===== src/rtl/core/base64_stream_decoder_assert.svh =====
// Assertion macros for the base64 stream decoder RTL, used by the back end.
`ifndef BASE64_STREAM_DECODER_ASSERT_SVH
`define BASE64_STREAM_DECODER_ASSERT_SVH

// Property that holds at every rising clock edge outside reset.
`define B64SD_ASSERT(name, clk, rst_n, prop, msg) \
  name: assert property (@(posedge clk) disable iff (!(rst_n)) (prop)) else $error(msg);

// Antecedent implies consequent in the following cycle.
`define B64SD_ASSERT_NEXT(name, clk, rst_n, ante, cons, msg) \
  name: assert property (@(posedge clk) disable iff (!(rst_n)) (ante) |=> (cons)) \
    else $error(msg);

`endif


===== src/rtl/core/b64sd_pkg.sv =====
// Package: types, constants and decode function of the base64 stream decoder.
`timescale 1ns / 1ps
package b64sd_pkg;

  localparam int COUNT_BITS = 16;
  localparam int FIELD_W    = 16;
  localparam int CMD_DEPTH  = 4;
  localparam int CMD_PTR_W  = $clog2(CMD_DEPTH);
  localparam int CMD_CNT_W  = $clog2(CMD_DEPTH + 1);

  localparam logic [5:0] SEXTET_PLUS  = 6'd62;
  localparam logic [5:0] SEXTET_SLASH = 6'd63;

  localparam logic [7:0] CHAR_UP_A   = 8'h41;
  localparam logic [7:0] CHAR_UP_Z   = 8'h5A;
  localparam logic [7:0] CHAR_LO_A   = 8'h61;
  localparam logic [7:0] CHAR_LO_Z   = 8'h7A;
  localparam logic [7:0] CHAR_ZERO   = 8'h30;
  localparam logic [7:0] CHAR_NINE   = 8'h39;
  localparam logic [7:0] CHAR_PLUS   = 8'h2B;
  localparam logic [7:0] CHAR_SLASH  = 8'h2F;

  typedef logic [COUNT_BITS-1:0] count_t;
  localparam count_t COUNT_MAX = {COUNT_BITS{1'b1}};

  typedef struct packed {
    logic       ok;
    logic [5:0] val;
  } sextet_t;

  // One queued command: up to three data bytes, then an optional summary.
  typedef struct packed {
    logic [2:0][7:0]    data;
    logic [1:0]         nbytes;
    logic               summary;
    logic [FIELD_W-1:0] chars;
    logic [FIELD_W-1:0] bytes;
  } cmd_t;

  function automatic sextet_t decode_char(logic [7:0] c);
    sextet_t s;
    s.ok  = 1'b1;
    s.val = 6'd0;
    if (c >= CHAR_UP_A && c <= CHAR_UP_Z) begin
      s.val = 6'(c - CHAR_UP_A);
    end else if (c >= CHAR_LO_A && c <= CHAR_LO_Z) begin
      s.val = 6'(c - CHAR_LO_A + 8'd26);
    end else if (c >= CHAR_ZERO && c <= CHAR_NINE) begin
      s.val = 6'(c - CHAR_ZERO + 8'd52);
    end else if (c == CHAR_PLUS) begin
      s.val = SEXTET_PLUS;
    end else if (c == CHAR_SLASH) begin
      s.val = SEXTET_SLASH;
    end else begin
      s.ok = 1'b0;
    end
    return s;
  endfunction

  // Clamp a counter to the 16-bit output field.
  function automatic logic [FIELD_W-1:0] field16(count_t v);
    logic [COUNT_BITS+FIELD_W-1:0] w;
    w = (COUNT_BITS + FIELD_W)'(v);
    if (w > (COUNT_BITS + FIELD_W)'({FIELD_W{1'b1}})) begin
      return {FIELD_W{1'b1}};
    end
    return w[FIELD_W-1:0];
  endfunction

endpackage


===== src/rtl/core/b64sd_if.sv =====
// Stream interfaces of the base64 stream decoder: character beats in, result beats out.
`timescale 1ns / 1ps
interface b64sd_in_if;
  logic       valid;
  logic       ready;
  logic [7:0] in_char;
  logic       end_of_input;

  modport source (output valid, output in_char, output end_of_input, input ready);
  modport sink   (input valid, input in_char, input end_of_input, output ready);
endinterface

interface b64sd_out_if;
  logic        valid;
  logic        ready;
  logic        out_kind;
  logic [7:0]  out_byte;
  logic [15:0] chars_consumed;
  logic [15:0] bytes_produced;
  logic        run_last;

  modport source (output valid, output out_kind, output out_byte, output chars_consumed,
                  output bytes_produced, output run_last, input ready);
  modport sink   (input valid, input out_kind, input out_byte, input chars_consumed,
                  input bytes_produced, input run_last, output ready);
endinterface


===== src/rtl/core/b64sd_front.sv =====
// Front end: classifies characters, tracks group and counters, issues commands.
`timescale 1ns / 1ps
module b64sd_front (
  input  logic             clk_i,
  input  logic             rst_ni,
  b64sd_in_if.sink         in_i,
  output b64sd_pkg::cmd_t  cmd_o,
  output logic             cmd_valid_o,
  input  logic             cmd_ready_i
);
  import b64sd_pkg::*;

  logic [1:0]      fill_q, fill_d, fill_mid;
  logic [2:0][5:0] held_q, held_d, held_mid;
  logic            stopped_q, stopped_d;
  count_t          cc_q, cc_d, cc_next;
  count_t          bp_q, bp_d, bp_next;
  logic [COUNT_BITS:0] bp_sum;
  sextet_t         dec;
  logic            accept, complete, flush, eoi;
  logic [1:0]      nbytes;

  assign in_i.ready = cmd_ready_i;
  assign accept     = in_i.valid && cmd_ready_i;
  assign eoi        = in_i.end_of_input;

  always_comb begin
    dec      = decode_char(in_i.in_char);
    complete = dec.ok && (fill_q == 2'd3);
    held_mid = held_q;
    fill_mid = fill_q;
    if (dec.ok) begin
      if (complete) begin
        fill_mid = 2'd0;
      end else begin
        held_mid[fill_q] = dec.val;
        fill_mid         = fill_q + 2'd1;
      end
    end
    flush   = !dec.ok || eoi;
    cc_next = (dec.ok && cc_q != COUNT_MAX) ? cc_q + count_t'(1) : cc_q;
    if (complete) begin
      nbytes = 2'd3;
    end else if (flush && fill_mid == 2'd3) begin
      nbytes = 2'd2;
    end else if (flush && fill_mid == 2'd2) begin
      nbytes = 2'd1;
    end else begin
      nbytes = 2'd0;
    end
    bp_sum  = {1'b0, bp_q} + (COUNT_BITS + 1)'(nbytes);
    bp_next = (bp_sum > {1'b0, COUNT_MAX}) ? COUNT_MAX : bp_sum[COUNT_BITS-1:0];

    cmd_o.data[0] = {held_mid[0], held_mid[1][5:4]};
    cmd_o.data[1] = {held_mid[1][3:0], held_mid[2][5:2]};
    cmd_o.data[2] = {held_mid[2][1:0], dec.val};
    cmd_o.nbytes  = nbytes;
    cmd_o.summary = flush;
    cmd_o.chars   = field16(cc_next);
    cmd_o.bytes   = field16(bp_next);
    cmd_valid_o   = in_i.valid && !stopped_q && (nbytes != 2'd0 || flush);

    fill_d    = fill_q;
    held_d    = held_q;
    stopped_d = stopped_q;
    cc_d      = cc_q;
    bp_d      = bp_q;
    if (accept) begin
      if (stopped_q) begin
        if (eoi) begin
          fill_d    = 2'd0;
          held_d    = '0;
          stopped_d = 1'b0;
          cc_d      = '0;
          bp_d      = '0;
        end
      end else begin
        fill_d = fill_mid;
        held_d = held_mid;
        cc_d   = cc_next;
        bp_d   = bp_next;
        if (flush) begin
          fill_d = 2'd0;
          if (eoi) begin
            held_d = '0;
            cc_d   = '0;
            bp_d   = '0;
          end else begin
            stopped_d = 1'b1;
          end
        end
      end
    end
  end

  always_ff @(posedge clk_i or negedge rst_ni) begin
    if (!rst_ni) begin
      fill_q    <= 2'd0;
      held_q    <= '0;
      stopped_q <= 1'b0;
      cc_q      <= '0;
      bp_q      <= '0;
    end else begin
      fill_q    <= fill_d;
      held_q    <= held_d;
      stopped_q <= stopped_d;
      cc_q      <= cc_d;
      bp_q      <= bp_d;
    end
  end

endmodule


===== src/rtl/core/b64sd_cmd_fifo.sv =====
// Short command queue between front end and result sequencer.
`timescale 1ns / 1ps
module b64sd_cmd_fifo (
  input  logic             clk_i,
  input  logic             rst_ni,
  input  b64sd_pkg::cmd_t  push_cmd_i,
  input  logic             push_valid_i,
  output logic             push_ready_o,
  output b64sd_pkg::cmd_t  head_cmd_o,
  output logic             head_valid_o,
  input  logic             pop_i
);
  import b64sd_pkg::*;

  cmd_t                 mem_q [CMD_DEPTH];
  logic [CMD_PTR_W-1:0] wr_ptr_q, wr_ptr_d, rd_ptr_q, rd_ptr_d;
  logic [CMD_CNT_W-1:0] count_q, count_d;
  logic                 push, pop;

  assign push_ready_o = (count_q != CMD_CNT_W'(CMD_DEPTH));
  assign head_valid_o = (count_q != '0);
  assign head_cmd_o   = mem_q[rd_ptr_q];
  assign push         = push_valid_i && push_ready_o;
  assign pop          = pop_i && head_valid_o;

  always_comb begin
    wr_ptr_d = wr_ptr_q;
    rd_ptr_d = rd_ptr_q;
    count_d  = count_q;
    if (push) begin
      wr_ptr_d = (wr_ptr_q == CMD_PTR_W'(CMD_DEPTH - 1)) ? '0 : wr_ptr_q + CMD_PTR_W'(1);
    end
    if (pop) begin
      rd_ptr_d = (rd_ptr_q == CMD_PTR_W'(CMD_DEPTH - 1)) ? '0 : rd_ptr_q + CMD_PTR_W'(1);
    end
    if (push && !pop) begin
      count_d = count_q + CMD_CNT_W'(1);
    end else if (pop && !push) begin
      count_d = count_q - CMD_CNT_W'(1);
    end
  end

  always_ff @(posedge clk_i or negedge rst_ni) begin
    if (!rst_ni) begin
      wr_ptr_q <= '0;
      rd_ptr_q <= '0;
      count_q  <= '0;
    end else begin
      wr_ptr_q <= wr_ptr_d;
      rd_ptr_q <= rd_ptr_d;
      count_q  <= count_d;
    end
  end

  always_ff @(posedge clk_i) begin
    if (push) begin
      mem_q[wr_ptr_q] <= push_cmd_i;
    end
  end

endmodule


===== src/rtl/core/b64sd_back.sv =====
// Back end: expands each command into result beats through an output register.
`timescale 1ns / 1ps
`include "base64_stream_decoder_assert.svh"
module b64sd_back (
  input  logic             clk_i,
  input  logic             rst_ni,
  input  b64sd_pkg::cmd_t  head_cmd_i,
  input  logic             head_valid_i,
  output logic             pop_o,
  b64sd_out_if.source      out_o
);
  import b64sd_pkg::*;

  logic [1:0]         idx_q, idx_d;
  logic [2:0]         nres;
  logic               last, advance, emit;
  logic               valid_q, valid_d;
  logic               kind_q, kind_d;
  logic [7:0]         byte_q, byte_d;
  logic [FIELD_W-1:0] chars_q, chars_d, bytes_q, bytes_d;
  logic               last_q, last_d;

  always_comb begin
    nres    = {1'b0, head_cmd_i.nbytes} + {2'b00, head_cmd_i.summary};
    last    = ({1'b0, idx_q} == nres - 3'd1);
    advance = !valid_q || out_o.ready;
    emit    = advance && head_valid_i;
    pop_o   = emit && last;

    idx_d   = idx_q;
    valid_d = advance ? head_valid_i : valid_q;
    kind_d  = kind_q;
    byte_d  = byte_q;
    chars_d = chars_q;
    bytes_d = bytes_q;
    last_d  = last_q;
    if (emit) begin
      idx_d  = last ? 2'd0 : idx_q + 2'd1;
      last_d = last;
      if (idx_q < head_cmd_i.nbytes) begin
        kind_d  = 1'b0;
        byte_d  = head_cmd_i.data[idx_q];
        chars_d = '0;
        bytes_d = '0;
      end else begin
        kind_d  = 1'b1;
        byte_d  = 8'd0;
        chars_d = head_cmd_i.chars;
        bytes_d = head_cmd_i.bytes;
      end
    end
  end

  always_ff @(posedge clk_i or negedge rst_ni) begin
    if (!rst_ni) begin
      idx_q   <= 2'd0;
      valid_q <= 1'b0;
    end else begin
      idx_q   <= idx_d;
      valid_q <= valid_d;
    end
  end

  always_ff @(posedge clk_i) begin
    kind_q  <= kind_d;
    byte_q  <= byte_d;
    chars_q <= chars_d;
    bytes_q <= bytes_d;
    last_q  <= last_d;
  end

  assign out_o.valid          = valid_q;
  assign out_o.out_kind       = kind_q;
  assign out_o.out_byte       = byte_q;
  assign out_o.chars_consumed = chars_q;
  assign out_o.bytes_produced = bytes_q;
  assign out_o.run_last       = last_q;

  `B64SD_ASSERT(a_summary_is_last, clk_i, rst_ni, !(valid_q && kind_q) || last_q, "summary beat without run_last")
  `B64SD_ASSERT(a_data_no_counts, clk_i, rst_ni, !(valid_q && !kind_q) || (chars_q == '0 && bytes_q == '0), "data beat carries counts")
  `B64SD_ASSERT(a_mid_cmd_head, clk_i, rst_ni, (idx_q == 2'd0) || head_valid_i, "command lost mid-expansion")
  `B64SD_ASSERT_NEXT(a_partial_holds, clk_i, rst_ni, emit && !last, idx_q == $past(idx_q) + 2'd1, "result index did not step")

endmodule


===== src/rtl/core/base64_stream_decoder.sv =====
// Path: an accepted character's command passes the command queue, then the output register.
// Throughput: one character beat per cycle while the 4-entry command queue has room; results
//   leave one beat per cycle while ready is high, 0 to 4 per item (3 per 4 chars on average).
// Reset: asynchronous, active low; clears group, stop flag, counters, queue and output valid.
`timescale 1ns / 1ps
module base64_stream_decoder (
  input  logic        clk_i,
  input  logic        rst_ni,
  b64sd_in_if.sink    in_i,
  b64sd_out_if.source out_o
);
  import b64sd_pkg::*;

  cmd_t push_cmd, head_cmd;
  logic push_valid, push_ready, head_valid, pop;

  b64sd_front u_front (
    .clk_i       (clk_i),
    .rst_ni      (rst_ni),
    .in_i        (in_i),
    .cmd_o       (push_cmd),
    .cmd_valid_o (push_valid),
    .cmd_ready_i (push_ready)
  );

  b64sd_cmd_fifo u_fifo (
    .clk_i        (clk_i),
    .rst_ni       (rst_ni),
    .push_cmd_i   (push_cmd),
    .push_valid_i (push_valid),
    .push_ready_o (push_ready),
    .head_cmd_o   (head_cmd),
    .head_valid_o (head_valid),
    .pop_i        (pop)
  );

  b64sd_back u_back (
    .clk_i        (clk_i),
    .rst_ni       (rst_ni),
    .head_cmd_i   (head_cmd),
    .head_valid_i (head_valid),
    .pop_o        (pop),
    .out_o        (out_o)
  );

endmodule


===== src/flat_wrapper.sv =====
// flat-port wrapper written by rule: the top's interface ports become plain ports
module base64_stream_decoder_flat import b64sd_pkg::*;
  (clk_i, rst_ni, in_i_valid, in_i_in_char, in_i_end_of_input, in_i_ready, out_o_valid, out_o_out_kind, out_o_out_byte, out_o_chars_consumed, out_o_bytes_produced, out_o_run_last, out_o_ready);
  b64sd_in_if in_i_i ();
  b64sd_out_if out_o_i ();
  input  logic clk_i;
  input  logic rst_ni;
  input wire logic [$bits(in_i_i.valid)-1:0] in_i_valid;
  input wire logic [$bits(in_i_i.in_char)-1:0] in_i_in_char;
  input wire logic [$bits(in_i_i.end_of_input)-1:0] in_i_end_of_input;
  output wire logic [$bits(in_i_i.ready)-1:0] in_i_ready;
  output wire logic [$bits(out_o_i.valid)-1:0] out_o_valid;
  output wire logic [$bits(out_o_i.out_kind)-1:0] out_o_out_kind;
  output wire logic [$bits(out_o_i.out_byte)-1:0] out_o_out_byte;
  output wire logic [$bits(out_o_i.chars_consumed)-1:0] out_o_chars_consumed;
  output wire logic [$bits(out_o_i.bytes_produced)-1:0] out_o_bytes_produced;
  output wire logic [$bits(out_o_i.run_last)-1:0] out_o_run_last;
  input wire logic [$bits(out_o_i.ready)-1:0] out_o_ready;
  assign in_i_i.valid = in_i_valid;
  assign in_i_i.in_char = in_i_in_char;
  assign in_i_i.end_of_input = in_i_end_of_input;
  assign in_i_ready = in_i_i.ready;
  assign out_o_valid = out_o_i.valid;
  assign out_o_out_kind = out_o_i.out_kind;
  assign out_o_out_byte = out_o_i.out_byte;
  assign out_o_chars_consumed = out_o_i.chars_consumed;
  assign out_o_bytes_produced = out_o_i.bytes_produced;
  assign out_o_run_last = out_o_i.run_last;
  assign out_o_i.ready = out_o_ready;
  base64_stream_decoder u_core (.clk_i(clk_i), .rst_ni(rst_ni), .in_i(in_i_i), .out_o(out_o_i));
endmodule

===== config.mk =====
export PLATFORM = sky130hd
export DESIGN_NAME = base64_stream_decoder_flat
export DESIGN_NICKNAME = d
export VERILOG_FILES = /design/src/rtl/core/b64sd_pkg.sv /design/src/rtl/core/b64sd_if.sv /design/src/rtl/core/b64sd_front.sv /design/src/rtl/core/b64sd_cmd_fifo.sv /design/src/rtl/core/b64sd_back.sv /design/src/rtl/core/base64_stream_decoder.sv /design/src/flat_wrapper.sv
export VERILOG_INCLUDE_DIRS = /design/src /design/src/rtl/core
export SDC_FILE = /design/constraint.sdc
export NUM_CORES = 1
export LEC_CHECK = 0
export BUFFER_PORTS_ARGS = -buffer_cell sky130_fd_sc_hd__buf_2
export CAP_MARGIN = 20
export CORE_MARGIN = 2
export CORE_UTILIZATION = 30
export DETAILED_ROUTE_END_ITERATION = 8
export GPL_TIMING_DRIVEN = 0
export PLACE_DENSITY = 0.55
export RECOVER_POWER = 25
export SYNTH_ARGS = -nofsm -noshare
export SYNTH_HDL_FRONTEND = slang
export SYNTH_SLANG_ARGS = --single-unit
export TNS_END_PERCENT = 10

===== constraint.sdc =====
create_clock -name clk_i -period 5.3 [get_ports clk_i]
set_input_delay 1.59 -clock clk_i [delete_from_list [all_inputs] [get_ports clk_i]]
set_output_delay 1.59 -clock clk_i [all_outputs]
set_load 0.01 [all_outputs]

==> impl_metrics.env <==
export IMPL_cts_sinks=341
export IMPL_wl_per_cell_um=18.7
export IMPL_grt_usage=0.130
export IMPL_drc=0
export IMPL_hold_class="flip-flop to flip-flop"
export IMPL_cpMostUsedCell="nand2_1"
export IMPL_diodes=0
export IMPL_finalSetupViolCount=0
export IMPL_finalInstanceArea_mm2=0.0175
export IMPL_dp_cells=1689
export IMPL_synth_async_reset_ratio=0.185
export IMPL_ir_worst_vdd_v=0.000244
export IMPL_ys_ff_latch=341
export IMPL_syn_inst=961
export IMPL_drt_iter0_markers=638
export IMPL_ff2ff_setup_slack_ns=0.52
export IMPL_critPathCaptureType="flip-flop"
export IMPL_synth_ff_type="edfxtp_1"
export IMPL_n_fill_cell=4646
export IMPL_initial_core_util=0.304
export IMPL_ys_types=70
export IMPL_antenna_found_initial=1
export IMPL_worst_ep_required_time_ns=5.55
export IMPL_synth_edff_count=278
export IMPL_pre_cts_slack_ns=-1.26
export IMPL_yosysTopAreaCell="edfxtp_1"
export IMPL_worstPathArrival_ns=5.27
export IMPL_holdWs_ns=0.486
export IMPL_finalHoldViolations=0
export IMPL_cts_hold_buf=0
export IMPL_clock_skew_ns=0.0169
export IMPL_totalWireLength_um=32800
export IMPL_relSlewSlack=-1.17
export IMPL_fin_crit_sh=0.946
export IMPL_synth_fp_nets=1001
export IMPL_failed_checks="max-capacitance violations, max-slew violations"
export IMPL_dieWidth_um=227
export IMPL_dieArea_mm2=0.0513
export IMPL_synthMuxAreaShare=0.108
export IMPL_ios=57
export IMPL_clkTransAtPathRegs_ns=0.05
export IMPL_cp_cell_sequence="buf_2 -> buf_2 -> inv_2 -> ha_2 -> a21o_1 -> nand2_1 -> o311a_4 -> nor2_4 -> buf_6 -> nand3_1 -> o21ai_2 -> ha_2 -> inv_1 -> fa_2 -> and3b_2 -> nand3_4 -> nor2_4 -> buf_4 -> nand2_1 -> xor2_1 -> nand2_1"
export IMPL_synthXorXnorAreaFrac=0.0189
export IMPL_drv_slew=89
export IMPL_rows=81
export IMPL_firstDrtPassIters=5
export IMPL_portBuffers=56
export IMPL_final_antenna_net_count=0
export IMPL_p_leak_nw=6.24
export IMPL_clk_insertion_delay_late_ns=0.52
export IMPL_layout_drive_gt1_share=0.186
export IMPL_grt_pass1_vias=8751
export IMPL_cts_buffers=39
export IMPL_fin_setup_tns_ns=0
export IMPL_cp_buffers_inverters=6
export IMPL_yosysMostFrequentCell="edfxtp_1"
export IMPL_fp_dieH_um=227
export IMPL_max_clock_path_buffers=3
export IMPL_grt_max_degree=63
export IMPL_synth_seq_area_share=0.668
export IMPL_synth_compound_area_frac=0.0806
export IMPL_syn_to_final_growth_pct=17.4
export IMPL_finalWorstSetupSlack_ns=0.286
export IMPL_timing_rr_start="u_core.u_fifo.rd_ptr_q[0]"
export IMPL_nets=1106
export IMPL_hold_end="u_core.u_fifo.count_q[2]"
export IMPL_htree_levels=2
export IMPL_grt_pass1_wl_um=51200
export IMPL_synth_fa_ha_area_frac=0.0237
export IMPL_synth_area_mm2=0.0149
export IMPL_synth_top_area_share=0.562
export IMPL_worstMarginPinSlew_ns=3.26
export IMPL_r2r_end="u_core.u_fifo.count_q[1]"
export IMPL_gp_congestion=0.818
export IMPL_worstRegToRegCells=14
export IMPL_hp_start="u_core.u_fifo.count_q[2]"
export IMPL_slowest_stage="fa_2"
export IMPL_cp_slowest_stage_delay_ns=0.38
export IMPL_placement_cell_area_mm2=0.0162
export IMPL_grt_ovfl_total=0
export IMPL_instances_no_fill=1758
export IMPL_fmax_ghz=0.199
export IMPL_period_needed_ns=5.01
export IMPL_drv_cap=2
export IMPL_core_mm2=0.0490
export IMPL_crit_fanout=10
export IMPL_whs_path_depth=1
export IMPL_rsz0062_at_grt="false"
export IMPL_crit_type="primary input to flip-flop"
export IMPL_yosysWarnings=0
export IMPL_routed_via_density=4.82
export IMPL_final_core_util=0.357
export IMPL_post_dp_hpwl_um=21500
export IMPL_finalPower_mw=8.56
export IMPL_synth_top_family_by_area="multiplexers"
export IMPL_clockRootBuffer="clkbuf_16"
export IMPL_cts_tree="done"
export IMPL_worstSetupStartpointType="primary input"
export IMPL_cellPowerDensity_mw_per_mm2=490
export IMPL_synth_area_leaders="edfxtp_1 (56%), dfrtp_1 (11%), mux4_2 (8.9%)"
export IMPL_synthTopCellsByCount="edfxtp_1 (278), nand2_1 (68), dfrtp_1 (63)"
export IMPL_status="finished, violations left"
export IMPL_synth_simple_area_share=0.0785
export IMPL_avgSynthCellArea_um2=15.5
export IMPL_vias=8469
export IMPL_crit_family="simple AND/OR/NAND/NOR gates"
[worst register-to-register path, stage by stage, from the launching register on]
cell	delay, ns
dfrtp_1	0.35
clkbuf_1	0.37
buf_2	0.44
buf_2	0.42
mux4_2	0.55
inv_1	0.11
ha_1	0.15
ha_1	0.23
xnor2_1	0.13
nor3_1	0.51
nand2_1	0.34
ha_1	0.30
inv_1	0.09
fa_1	0.40
mux2_2	0.27
[power by group]
group	total, mW	switching (mW)	internal [mW]	leakage, nW
Combinational	2.31	1.37	0.940	2.12
Clock	2.63	1.03	1.60	0.613
Sequential	3.62	0.133	3.48	3.50
[metal layers]
layer / GRT usage / vias to the layer above / wire (um)
li1: - / 3944 / -
met1: 0.168 / 4271 / 14300
met2: 0.223 / 195 / 16300
met3: 0.0237 / 57 / 1410
met4: 0.0397 / 2 / 852
met5: 0 / - / 11
[cell type report]
class | count | area, um^2 | area share
clock inverters | 18 | 188 | 0.0108
flip-flops and latches | 341 | 9920 | 0.569
inverters | 37 | 139 | 0.00796
well taps | 664 | 831 | 0.0476
multi-input cells | 538 | 4730 | 0.271
plain buffers | 44 | 200 | 0.0115
clock buffers | 51 | 1060 | 0.0608
repair buffers | 65 | 383 | 0.0219
[kinds of logic after synthesis]
| logic type | count (synthesis) |
|---|---|
| DFF | 341 |
| and+or+nand+nor | 223 |
| AOI/OAI and AO/OA | 171 |
| muxes | 85 |
| buffers and inverters | 82 |
| xor gates and xnor gates | 32 |
| adders and majority gates | 27 |
[how the worst max path moves through the flow]
stage	end	start	cells past startpoint
global route	u_core.u_fifo.mem_q[3][10]	in_i_in_char[2]	21
detailed placement	u_core.u_fifo.mem_q[0][7]	in_i_in_char[2]	20
CTS	u_core.u_fifo.mem_q[1][5]	in_i_in_char[2]	21
finish	u_core.u_fifo.mem_q[3][10]	in_i_in_char[2]	21
global placement	u_core.u_fifo.mem_q[2][9]	in_i_in_char[2]	10
floorplan	u_core.u_fifo.mem_q[0][10]	in_i_in_char[2]	20
[cells in the final DEF (no fill, tap or decap), types with 22 or more instances in the layout]
cell / n
a22o_1: 28
buf_2: 22
clkbuf_1: 81
clkbuf_16: 39
dfrtp_1: 63
edfxtp_1: 278
ha_1: 23
inv_1: 36
mux4_2: 59
nand2_1: 64
nor2_1: 23
nor2b_1: 37
o21ai_0: 40
[registers in the layout, summed over array words and instances, names as in the netlist]
register,cells
u_core.u_fifo.rd_ptr_q,2
u_core.u_front.stopped_q,1
u_core.u_fifo.wr_ptr_q,2
u_core.u_back.out_o.out_byte,8
u_core.u_back.out_o.chars_consumed,16
u_core.u_back.idx_q,2
u_core.u_back.out_o.valid,1
u_core.u_back.out_o.out_kind,1
u_core.u_fifo.count_q,3
u_core.u_back.out_o.run_last,1
u_core.u_front.bp_q,16
u_core.u_back.out_o.bytes_produced,16
u_core.u_front.held_q,18
u_core.u_front.fill_q,2
u_core.u_front.cc_q,16
u_core.u_fifo.mem_q,236
[timing repair]
item,CTS,global route
cloned,0,0
resized for setup,16,10
buffers inserted,1,0
pin swaps,1,1
setup endpoints to repair,76,70
Note: power is estimated with default switching activity, not from simulation.
